File: config.mk
export PLATFORM = sky130hd
export DESIGN_NAME = bsv_queue
export DESIGN_NICKNAME = d
export VERILOG_FILES = /design/src/rtl/bsv_pkg.sv /design/src/rtl/bsv_queue.sv
export SDC_FILE = /design/constraint.sdc
export NUM_CORES = 1
export LEC_CHECK = 0
export BUFFER_PORTS_ARGS = -buffer_cell sky130_fd_sc_hd__buf_2
export CELL_PAD_IN_SITES_DETAIL_PLACEMENT = 1
export CELL_PAD_IN_SITES_GLOBAL_PLACEMENT = 2
export CORE_MARGIN = 8
export CORE_UTILIZATION = 35
export DETAILED_ROUTE_END_ITERATION = 8
export HOLD_SLACK_MARGIN = 0.02
export PLACE_DENSITY_LB_ADDON = 0.1
export SLEW_MARGIN = 40
export SYNTH_ARGS = -nofsm -noshare
export SYNTH_HDL_FRONTEND = slang
export SYNTH_SLANG_ARGS = --single-unit
File: constraint.sdc
create_clock -name clk -period 11.2 [get_ports clk]
set_input_delay 1.68 -clock clk [delete_from_list [all_inputs] [get_ports clk]]
set_output_delay 1.68 -clock clk [all_outputs]
set_load 0.02 [all_outputs]
File: src/rtl/bsv_pkg.sv
// ----------------------------------------------------------------------------
// bsv_pkg
// Shared widths, constants, register codes and word types of the box sdf
// voxel sampler.
// ----------------------------------------------------------------------------
package bsv_pkg;

  // field widths
  localparam int COORD_W  = 32;
  localparam int HALF_W   = 31;
  localparam int CELL_W   = 31;
  localparam int IDX_W    = 8;
  localparam int CFG_W    = 32;
  localparam int CFG_IDX_W = 3;

  // datapath widths
  localparam int PROD_W  = IDX_W + CELL_W;
  localparam int DIFF_W  = PROD_W + 3;
  localparam int GAP_W   = DIFF_W + 1;
  localparam int POS_W   = 31;
  localparam int SQ_W    = 2 * POS_W;
  localparam int SUM_W   = 64;
  localparam int ROOT_W  = SUM_W / 2;
  localparam int REM_W   = ROOT_W + 4;
  localparam int TOT_W   = ROOT_W + 2;

  // pipeline shape
  localparam int FRONT_STAGES    = 4;
  localparam int SQRT_STAGES     = ROOT_W;
  localparam int QUEUE_DEPTH_DEF = 8;

  // constants
  localparam logic [CELL_W-1:0]         CELL_SIZE_RESET = CELL_W'(2621);
  localparam logic signed [COORD_W-1:0] FAR_DISTANCE    = COORD_W'(655360);
  localparam logic signed [COORD_W-1:0] DIST_MAX        = {1'b0, {(COORD_W-1){1'b1}}};
  localparam logic signed [COORD_W-1:0] DIST_MIN        = {1'b1, {(COORD_W-1){1'b0}}};

  // configuration register indexes
  typedef enum logic [CFG_IDX_W-1:0] {
    CFG_CENTER_X  = 3'd0,
    CFG_CENTER_Y  = 3'd1,
    CFG_CENTER_Z  = 3'd2,
    CFG_HALF_X    = 3'd3,
    CFG_HALF_Y    = 3'd4,
    CFG_HALF_Z    = 3'd5,
    CFG_PRESENT   = 3'd6,
    CFG_CELL_SIZE = 3'd7
  } bsv_cfg_t;

  // box geometry as held in configuration
  typedef struct packed {
    logic [2:0][COORD_W-1:0] center;
    logic [2:0][HALF_W-1:0]  half;
    logic [CELL_W-1:0]       cell_size;
  } bsv_box_t;

  // classified word handed from front to back through the queue
  typedef struct packed {
    logic                      far;
    logic [2:0][POS_W-1:0]     pos;
    logic signed [COORD_W-1:0] inner;
    logic                      last;
  } bsv_item_t;

  // side data carried along the square root pipeline
  typedef struct packed {
    logic                      far;
    logic signed [COORD_W-1:0] inner;
    logic                      last;
  } bsv_tag_t;

endpackage

File: src/rtl/bsv_queue.sv
// ----------------------------------------------------------------------------
// bsv_queue
// Short first-in first-out queue of classified words between the front and
// the back; the head word is shown while the queue is not empty.
// ----------------------------------------------------------------------------
module bsv_queue #(
  parameter int QUEUE_DEPTH = bsv_pkg::QUEUE_DEPTH_DEF
) (
  input  logic                             clk,
  input  logic                             rst,
  input  logic                             push,
  input  bsv_pkg::bsv_item_t               push_item,
  input  logic                             pop,
  output logic                             head_valid,
  output bsv_pkg::bsv_item_t               head_item,
  output logic [$clog2(QUEUE_DEPTH+1)-1:0] count
);
  import bsv_pkg::*;

  localparam int PTR_W = (QUEUE_DEPTH > 1) ? $clog2(QUEUE_DEPTH) : 1;
  localparam int CNT_W = $clog2(QUEUE_DEPTH + 1);

  bsv_item_t        slots [QUEUE_DEPTH];
  logic [PTR_W-1:0] wptr, rptr;
  logic             do_pop;

  assign head_valid = count != '0;
  assign head_item  = slots[rptr];
  assign do_pop     = pop & head_valid;

  // storage
  always_ff @(posedge clk) begin
    if (push) begin
      slots[wptr] <= push_item;
    end
  end

  // pointers and fill count
  always_ff @(posedge clk) begin
    if (rst) begin
      wptr  <= '0;
      rptr  <= '0;
      count <= '0;
    end else begin
      if (push) begin
        wptr <= (wptr == PTR_W'(QUEUE_DEPTH - 1)) ? '0 : wptr + PTR_W'(1);
      end
      if (do_pop) begin
        rptr <= (rptr == PTR_W'(QUEUE_DEPTH - 1)) ? '0 : rptr + PTR_W'(1);
      end
      count <= count + CNT_W'(push) - CNT_W'(do_pop);
    end
  end

endmodule

==> flow_metrics.env <==
export IMPL_clockBufferDepth=3
export IMPL_worst_slack_ps=5660
export IMPL_synth_fa_ha_area_share_pct=0.311
export IMPL_num_vias=17100
export IMPL_period_needed_ps=5540
export IMPL_setup_viol=0
export IMPL_die_area_um2=121000
export IMPL_synthDistinctLibCells=26
export IMPL_synth_area_um2=38700
export IMPL_clock_sinks=1029
export IMPL_crit_fanout=59
export IMPL_postPlaceCellArea_um2=42200
export IMPL_muxShareOfSynthArea_pct=18.5
export IMPL_hold_violations=0
export IMPL_tightest_slew_ps=798
export IMPL_drt_iter0_drc=1016
export IMPL_slew_viol_final=0
export IMPL_rsz0062_at_grt="false"
export IMPL_stdcell_area_um2=45800
export IMPL_nNetsFinal=2031
export IMPL_cp_required_ps=9520
export IMPL_core_area_um2=110000
export IMPL_place_hpwl_um=49900
export IMPL_layout_drive_gt1_share_pct=43.4
export IMPL_mappedNetlistNets=1682
export IMPL_end_kind="primary output"
export IMPL_yosysWarnings=0
export IMPL_cts_buffers=113
export IMPL_drc_errors=0
export IMPL_yosysMostFrequentCell="edfxtp_1"
export IMPL_synth_compound_area_share_pct=0.191
export IMPL_worst_setup_path_start_kind="register"
export IMPL_power_density_nw_per_um2=199
export IMPL_hold_buffers=0
export IMPL_cap_violations=0
export IMPL_portBuffers=262
export IMPL_synth_ff_type="edfxtp_1"
export IMPL_synth_seq_cells=1029
export IMPL_synthCells=1542
export IMPL_clkTransAtPathRegs_ps=60
export IMPL_via_per_inst=4.92
export IMPL_synth_common_cells="edfxtp_1 (1016), mux4_2 (254), mux2_2 (127)"
export IMPL_ir_drop_v=0.000123
export IMPL_nFillCells=10100
export IMPL_wirelength_um=92400
export IMPL_root_buffer="clkbuf_16"
export IMPL_path_class="reg -> out"
export IMPL_synthTopCellsByArea="edfxtp_1 (79%), mux4_2 (15%), mux2_2 (3.7%)"
export IMPL_skew_ps=29.4
export IMPL_antenna_left=0
export IMPL_synthArstFlopShare_pct=0
export IMPL_area_delta_synth_final_pct=18.4
export IMPL_synth_top_area_cell="edfxtp_1"
export IMPL_setup_tns_ps=0
export IMPL_yosys_area_share_simple_pct=0.385
export IMPL_die_h_um=348
export IMPL_gp_congestion=0.682
export IMPL_firstDrtPassIters=5
export IMPL_grt_usage_pct=15.1
export IMPL_cts_resized=0
export IMPL_r2r_cells=4
export IMPL_whs_ps=520
export IMPL_place_ws_ps=5950
export IMPL_slew_limit_headroom_pct=46.8
export IMPL_antenna_found_initial=27
export IMPL_cts_htree_levels=3
export IMPL_avgRoutedWirePerCell_um=26.5
export IMPL_holdCritPathClass="reg -> reg"
export IMPL_grt_pass1_wl_um=136000
export IMPL_clk_latency_ps=680
export IMPL_rows=122
export IMPL_min_period_over_period_pct=49.5
export IMPL_fmax_mhz=180
export IMPL_cts_tree="done"
export IMPL_synth_xor_area_share_pct=0.0226
export IMPL_die_x_um=348
export IMPL_grt_max_degree=90
export IMPL_yosysSeqAreaShare_pct=79.6
export IMPL_syn_area_per_cell_um2=25.1
export IMPL_arrival_ps=3860
export IMPL_netlist_area_leader_share_pct=78.9
export IMPL_hold_path_depth=2
export IMPL_outcome="finished, final reports clean"
export IMPL_grt_ovfl_total=0
export IMPL_synth_top_family_by_area="multiplexers"
export IMPL_start_util_pct=35.1
export IMPL_io_pin_count=263
export IMPL_leakagePower_nw=14.4
export IMPL_cts_setup_buffers=0
export IMPL_grt_pass1_vias=19600
export IMPL_synth_edf_count=1016
[cell usage in the layout, fill, tap and decap left out, drive strengths merged]
| cell | instances |
|---|---|
| nand2 | 2 |
| mux2i | 2 |
| ha | 8 |
| a31o | 1 |
| buf | 305 |
| fa | 1 |
| clkbuf | 142 |
| inv | 6 |
| nor3b | 1 |
| nor3 | 2 |
| a21oi | 9 |
| nand2b | 5 |
| diode | 9 |
| nand4b | 1 |
| bufinv | 7 |
| mux4 | 254 |
| clkinv | 55 |
| mux2 | 127 |
| nand3b | 1 |
| nor2b | 2 |
| clkinvlp | 6 |
| dfxtp | 13 |
| or4 | 1 |
| nand3 | 3 |
| edfxtp | 1016 |
| o21ai | 4 |
| xnor2 | 1 |
| nor2 | 11 |
[cell type report]
cell class              count  area [µm²]  share of cell area [%]
inverters                   6        22.5                  0.0492
multi-input cells         436        7580                    16.5
clock buffers             142        3060                    6.69
flip-flops and latches   1029       30800                    67.2
repair buffers            305        1950                    4.26
diodes                      9        22.5                  0.0492
clock inverters            68         510                    1.11
well taps                1488        1860                    4.07
[sequential cells by signal, summed over array words and instances, names as in the netlist, named ones only]
register,flops
count,4
rptr,3
slots,1016
wptr,3
[stage by stage]
step,utilization [%],power [mW],instances
2_1_floorplan,-,5.25,1542
3_3_place_gp,38.0,5.66,3252
3_5_place_dp,38.3,5.69,3263
4_1_cts,41.6,9.29,3473
5_1_grt,41.6,9.49,3475
6_report,41.6,9.12,3483
[critical path, cell delays in order, from the launching register on]
cell and delay, ps:
dfxtp_4 580, buf_12 350, buf_16 410, buf_6 620, mux4_2 590, mux2_2 330, buf_2 180
[path summary, 6_finish.rpt]
check            from             end  slack (ps)
max reg2reg   wptr[0]   slots[1][102]        8230
min           rptr[1]        register         520
max          register  head_item[101]        5660
min reg2reg   rptr[1]        register         520
[metal layers]
metal | vias to the layer above | share of wire (%) | track usage (%)
met5 | - | 0.069 | 0
met4 | 10 | 1.8 | 3.93
met3 | 143 | 5.4 | 3.62
met2 | 348 | 50 | 25.4
met1 | 9266 | 43 | 19.9
li1 | 7370 | - | -
[cell families after synthesis]
logic type | after synthesis
DFF | 1029
and+or+nand+nor | 29
muxes | 383
xor gates and xnor gates | 1
adders and majority gates | 9
buffers and inverters | 77
AOI/OAI and AO/OA | 14
[where the power goes]
group	internal (mW)	switching, mW	total [mW]
Clock	2.08	1.48	3.56
Combinational	0.514	0.669	1.18
Sequential	4.33	0.0520	4.38
Power figures use the tool's default switching activity.
