`src/rtl/bsv_pkg.sv`:
```
// ----------------------------------------------------------------------------
// bsv_pkg
// Shared widths, constants, register codes and word types of the box sdf
// voxel sampler.
// ----------------------------------------------------------------------------
package bsv_pkg;

  // field widths
  localparam int COORD_W  = 32;
  localparam int HALF_W   = 31;
  localparam int CELL_W   = 31;
  localparam int IDX_W    = 8;
  localparam int CFG_W    = 32;
  localparam int CFG_IDX_W = 3;

  // datapath widths
  localparam int PROD_W  = IDX_W + CELL_W;
  localparam int DIFF_W  = PROD_W + 3;
  localparam int GAP_W   = DIFF_W + 1;
  localparam int POS_W   = 31;
  localparam int SQ_W    = 2 * POS_W;
  localparam int SUM_W   = 64;
  localparam int ROOT_W  = SUM_W / 2;
  localparam int REM_W   = ROOT_W + 4;
  localparam int TOT_W   = ROOT_W + 2;

  // pipeline shape
  localparam int FRONT_STAGES    = 4;
  localparam int SQRT_STAGES     = ROOT_W;
  localparam int QUEUE_DEPTH_DEF = 8;

  // constants
  localparam logic [CELL_W-1:0]         CELL_SIZE_RESET = CELL_W'(2621);
  localparam logic signed [COORD_W-1:0] FAR_DISTANCE    = COORD_W'(655360);
  localparam logic signed [COORD_W-1:0] DIST_MAX        = {1'b0, {(COORD_W-1){1'b1}}};
  localparam logic signed [COORD_W-1:0] DIST_MIN        = {1'b1, {(COORD_W-1){1'b0}}};

  // configuration register indexes
  typedef enum logic [CFG_IDX_W-1:0] {
    CFG_CENTER_X  = 3'd0,
    CFG_CENTER_Y  = 3'd1,
    CFG_CENTER_Z  = 3'd2,
    CFG_HALF_X    = 3'd3,
    CFG_HALF_Y    = 3'd4,
    CFG_HALF_Z    = 3'd5,
    CFG_PRESENT   = 3'd6,
    CFG_CELL_SIZE = 3'd7
  } bsv_cfg_t;

  // box geometry as held in configuration
  typedef struct packed {
    logic [2:0][COORD_W-1:0] center;
    logic [2:0][HALF_W-1:0]  half;
    logic [CELL_W-1:0]       cell_size;
  } bsv_box_t;

  // classified word handed from front to back through the queue
  typedef struct packed {
    logic                      far;
    logic [2:0][POS_W-1:0]     pos;
    logic signed [COORD_W-1:0] inner;
    logic                      last;
  } bsv_item_t;

  // side data carried along the square root pipeline
  typedef struct packed {
    logic                      far;
    logic signed [COORD_W-1:0] inner;
    logic                      last;
  } bsv_tag_t;

endpackage

```
`src/rtl/bsv_front.sv`:
```
// ----------------------------------------------------------------------------
// bsv_front
// Accepts voxel words, forms the sample point and the per-axis gap to the
// box, and classifies the word (far flag, positive parts, inside term).
// Admission is credit based on queue fill plus words in flight.
// ----------------------------------------------------------------------------
module bsv_front #(
  parameter int QUEUE_DEPTH = bsv_pkg::QUEUE_DEPTH_DEF
) (
  input  logic                                      clk,
  input  logic                                      rst,
  input  logic                                      voxel_valid,
  output logic                                      voxel_ready,
  input  logic signed [bsv_pkg::COORD_W-1:0]        origin_x,
  input  logic signed [bsv_pkg::COORD_W-1:0]        origin_y,
  input  logic signed [bsv_pkg::COORD_W-1:0]        origin_z,
  input  logic [bsv_pkg::IDX_W-1:0]                 index_i,
  input  logic [bsv_pkg::IDX_W-1:0]                 index_j,
  input  logic [bsv_pkg::IDX_W-1:0]                 index_k,
  input  logic                                      last_voxel,
  input  bsv_pkg::bsv_box_t                         box,
  input  logic [$clog2(QUEUE_DEPTH+1)-1:0]          q_count,
  output logic                                      push,
  output bsv_pkg::bsv_item_t                        item
);
  import bsv_pkg::*;

  localparam int OCC_W = $clog2(QUEUE_DEPTH + FRONT_STAGES + 1);

  logic                      accept;
  logic [OCC_W-1:0]          occupancy;
  logic signed [COORD_W-1:0] org_in [3];
  logic [IDX_W-1:0]          idx_in [3];

  // stage registers
  logic                      v1, v2, v3, v4;
  logic [PROD_W-1:0]         prod1 [3];
  logic signed [COORD_W-1:0] org1 [3];
  logic                      last1, last2, last3;
  logic signed [DIFF_W-1:0]  diff2 [3];
  logic signed [GAP_W-1:0]   gap3 [3];

  // classification logic
  logic [DIFF_W-1:0]         mag [3];
  logic signed [GAP_W-1:0]   top01, top;
  bsv_item_t                 item_next;

  assign org_in[0] = origin_x;
  assign org_in[1] = origin_y;
  assign org_in[2] = origin_z;
  assign idx_in[0] = index_i;
  assign idx_in[1] = index_j;
  assign idx_in[2] = index_k;

  // credit check: every word in flight has a queue slot waiting
  assign occupancy = OCC_W'(q_count) + OCC_W'(v1) + OCC_W'(v2) + OCC_W'(v3) + OCC_W'(v4);
  assign voxel_ready = occupancy < OCC_W'(QUEUE_DEPTH);
  assign accept = voxel_valid & voxel_ready;

  // valid bits
  always_ff @(posedge clk) begin
    if (rst) begin
      v1 <= 1'b0;
      v2 <= 1'b0;
      v3 <= 1'b0;
      v4 <= 1'b0;
    end else begin
      v1 <= accept;
      v2 <= v1;
      v3 <= v2;
      v4 <= v3;
    end
  end

  // stage 1: index times cell size
  always_ff @(posedge clk) begin
    for (int a = 0; a < 3; a++) begin
      prod1[a] <= PROD_W'(idx_in[a]) * PROD_W'(box.cell_size);
      org1[a]  <= org_in[a];
    end
    last1 <= last_voxel;
  end

  // stage 2: sample point minus center
  always_ff @(posedge clk) begin
    for (int a = 0; a < 3; a++) begin
      diff2[a] <= DIFF_W'(org1[a]) + DIFF_W'(prod1[a]) - DIFF_W'(signed'(box.center[a]));
    end
    last2 <= last1;
  end

  // stage 3: magnitude minus half extent
  always_comb begin
    for (int a = 0; a < 3; a++) begin
      mag[a] = diff2[a][DIFF_W-1] ? DIFF_W'(-diff2[a]) : DIFF_W'(diff2[a]);
    end
  end

  always_ff @(posedge clk) begin
    for (int a = 0; a < 3; a++) begin
      gap3[a] <= GAP_W'(mag[a]) - GAP_W'(box.half[a]);
    end
    last3 <= last2;
  end

  // stage 4: classify, largest gap gives the inside term
  always_comb begin
    top01 = (gap3[0] > gap3[1]) ? gap3[0] : gap3[1];
    top   = (top01 > gap3[2]) ? top01 : gap3[2];
    item_next.far = 1'b0;
    for (int a = 0; a < 3; a++) begin
      if (!gap3[a][GAP_W-1] && (|gap3[a][GAP_W-2:POS_W])) begin
        item_next.far = 1'b1;
      end
      item_next.pos[a] = gap3[a][GAP_W-1] ? '0 : gap3[a][POS_W-1:0];
    end
    item_next.inner = top[GAP_W-1] ? signed'(top[COORD_W-1:0]) : '0;
    item_next.last  = last3;
  end

  always_ff @(posedge clk) begin
    item <= item_next;
  end

  assign push = v4;

endmodule

```
`config.mk`:
```
export PLATFORM = sky130hd
export DESIGN_NAME = bsv_front
export DESIGN_NICKNAME = d
export VERILOG_FILES = /design/src/rtl/bsv_pkg.sv /design/src/rtl/bsv_front.sv
export SDC_FILE = /design/constraint.sdc
export NUM_CORES = 2
export LEC_CHECK = 0
export BUFFER_PORTS_ARGS = -buffer_cell sky130_fd_sc_hd__buf_2
export CORE_AREA = 2 2 419 462
export DETAILED_ROUTE_END_ITERATION = 7
export DIE_AREA = 0 0 421 464
export GPL_TIMING_DRIVEN = 1
export PLACE_DENSITY = 0.56
export REMOVE_ABC_BUFFERS = 1
export SLEW_MARGIN = 20
export SYNTH_ARGS = -nofsm -noshare
export SYNTH_HDL_FRONTEND = slang
export SYNTH_SLANG_ARGS = --single-unit
```
`constraint.sdc`:
```
create_clock -name clk -period 6.97 [get_ports clk]
set_input_delay 0.3485 -clock clk [delete_from_list [all_inputs] [get_ports clk]]
set_output_delay 0.3485 -clock clk [all_outputs]
set_load 0.1 [all_outputs]
```
==> results.yml <==
power_and_ir_drop:
  ir_drop_mv: 0.270
  p_total_mw: 36.9
  p_per_area_nw_per_um2: 561
  power_leakage_nw: 31.4
routing:
  first_pass_iters: 6
  finalWirelength_um: 192000
  drt_iter0_drc: 2605
  antenna_left: 0
  via_per_inst: 4.71
  drc: 0
  avgRoutedWirePerCell_um: 19.8
  vias: 45500
final_layout:
  layout_commonest_cell: "inv_1"
  area_growth_pct: 15.6
  nets: 8519
  drive_gt1_frac: 0.106
  fin_area_um2: 65800
  final_util: 0.346
  most-common-layout-cells: "1115 x inv_1, 745 x nand2_1, 646 x fa_1"
clocking:
  htreeDepth: 3
  clk_latency_ps: 710
  cts_made_buffers: 75
  cts_resized: 0
  cts_hold_buf: 103
  cts_setup_buffers: 0
  path_clk_slew_ps: 70
  cts_tree: "yes"
  clockBufferDepth: 3
  root_buffer: "clkbuf_16"
  cts_sinks: 602
setup_path:
  crit_type: "flip-flop to flip-flop"
  rrSetupSlack_ps: 1000
  endpoint: "item[23]$_SDFF_PN0_"
  cp.depth: 22
  required_ps: 7580
  worst_r2r_startpoint: "gap3[0][85]$_DFF_P_"
  r2r_end: "item[23]$_SDFF_PN0_"
  crit_arrival_ps: 6580
  slowest_stage: "nor4_1"
  cp_cell_sequence: "inv_1 -> ha_1 -> nand4_1 -> nor4_1 -> nand3_1 -> o21ai_0 -> a21oi_1 -> mux2i_4 -> buf_4 -> o21ai_0 -> ha_1 -> nand4_1 -> nor2_1 -> nand4_1 -> nor2_1 -> nand3_1 -> o211a_1 -> o21ai_0 -> mux2_2 -> o21ai_4 -> buf_4 -> mux2i_1"
  crit_buf_inv: 3
  end_kind: "flip-flop"
  cp-start-kind: "flip-flop"
  cp-startpoint: "gap3[0][85]$_DFF_P_"
  max_stage_delay_ps: 570
  rr_worst_depth: 22
  critical_path.top_delay_family: "simple AND/OR/NAND/NOR gates"
  crit_path_max_fanout: 44
yosys:
  synth_area_um2: 56900
  ys_types: 85
  synthFlopType: "dfxtp_1"
  async_reset_ff_frac: 0
  ys_warn_count: 0
  synth.area.top_cells: "fa_1 23%, dfxtp_1 21%, ha_1 11%"
  ys_ff_latch: 602
  syn_avg_cell_area_um2: 8.69
  synth_top_cell_by_area: "fa_1"
  synth_edf_count: 0
  synthDominantCellAreaShare: 0.227
  yosysSeqAreaShare: 0.212
  synth_cells: 6544
global_route:
  gr-usage-all-layers: 0.193
  antenna_found_initial: 37
  grt_overflow: 0
  grt_max_degree: 66
  grt_pass1_vias: 47100
  grt_pass1_wl_um: 289000
outcome:
  status: "complete, no violations"
die:
  die_w_um: 421
  rows: 168
  core_um2: 190000
  die_y_um: 464
  initial_utilization: 0.299
  ios: 477
  die-area_um2: 195000
place:
  place.gp.congestion: 0.898
  hpwl_um: 161000
  dpl_cell_area_um2: 62100
  portBuffers: 476
timing:
  relSlewSlack: 0.317
  skew_ps: 28.3
  worstMarginPinSlew_ps: 1020
  finalMaxSlewViolations: 0
  setup_viol: 0
  fmax_ghz: 0.168
  fin_crit_ps: 5970
  rsz0062_at_grt: "false"
  finalHoldViolCount: 0
  fin_crit_sh: 0.856
run:
  cap_violations: 0
hold_path:
  holdCritStartpoint: "box[93]"
  min_path_cells: 3
  hold_path_class: "primary input to flip-flop"
[cell families (layout without fill, tap and decap cells)]
family,Yosys count,count (layout),synth area share
multiplexers,70,70,0.0131
buffers and inverters,1337,1890,0.0884
other,0,21,0
adder cells (fa/ha/maj),1136,1136,0.335
XOR/XNOR,428,428,0.0662
flip-flops,602,602,0.212
AO/OA/AOI/OAI,1105,1105,0.125
AND/OR/NAND/NOR,1866,1866,0.160
[synthesized netlist by cell type, drive strengths merged (44+ instances only)]
cell,count
dfxtp,602
nor2,261
nand2,745
a21oi,294
o21a,44
nand4,54
and2,326
inv,1115
nand2b,56
nand3,89
xor2,114
o31ai,55
fa,646
a21o,199
clkbuf,214
ha,490
nor3,68
nor2b,93
xnor2,314
o21ai,249
[metal layers]
metal / global-route usage / share of wire
met1: 0.233 / 0.42
met2: 0.334 / 0.48
met3: 0.0211 / 0.038
met4: 0.109 / 0.060
met5: 0 / 0.00045
[final cells by class]
type / instances / area (µm²)
Antenna cell: 21 / 52.6
Clock buffer: 93 / 2030
Clock inverter: 46 / 584
Fill cell: 19700 / 124000
Inverter: 1115 / 4190
Multi-Input combinational cell: 4605 / 39800
Sequential cell: 602 / 12100
Tap cell: 2550 / 3190
Timing Repair Buffer: 636 / 3850
[stage by stage]
stage          instances  hold WS, ps  setup TNS [ps]  setup slack (ps)
4_1_cts             9647         28.9               0              1000
3_5_place_dp        9405          319               0               831
3_3_place_gp        9405          322               0               798
6_report            9668         86.9               0              1000
5_1_grt             9665         70.3               0               562
2_1_floorplan       6322          310         -129010             -4030
[worst min path at each step]
stage | endpoint | slack [ps]
finish | gap3[0][86]$_DFF_P_ | 90
CTS | gap3[0][86]$_DFF_P_ | 30
global route | gap3[0][86]$_DFF_P_ | 70
detailed placement | item[0]$_DFF_P_ | 320
global placement | last2$_DFF_P_ | 320
floorplan | item[0]$_DFF_P_ | 310
[tightest hold or removal path, cell delays in order]
cell   delay, ps
buf_2        170
ha_1         170
inv_1         40
[power breakdown]
part           internal, mW  leakage [nW]  switching, mW  total (mW)
clock network          2.42          1.27           1.74        4.16
registers              5.20          5.06           1.23        6.43
logic                  10.1          25.0           16.3        26.3
[flip-flops by register name (all words and copies together) (netlist names), 96 cells and up]
register and cells:
gap3 129, org1 96, prod1 117, item 127, diff2 126
(Power assumes the default switching activity.)
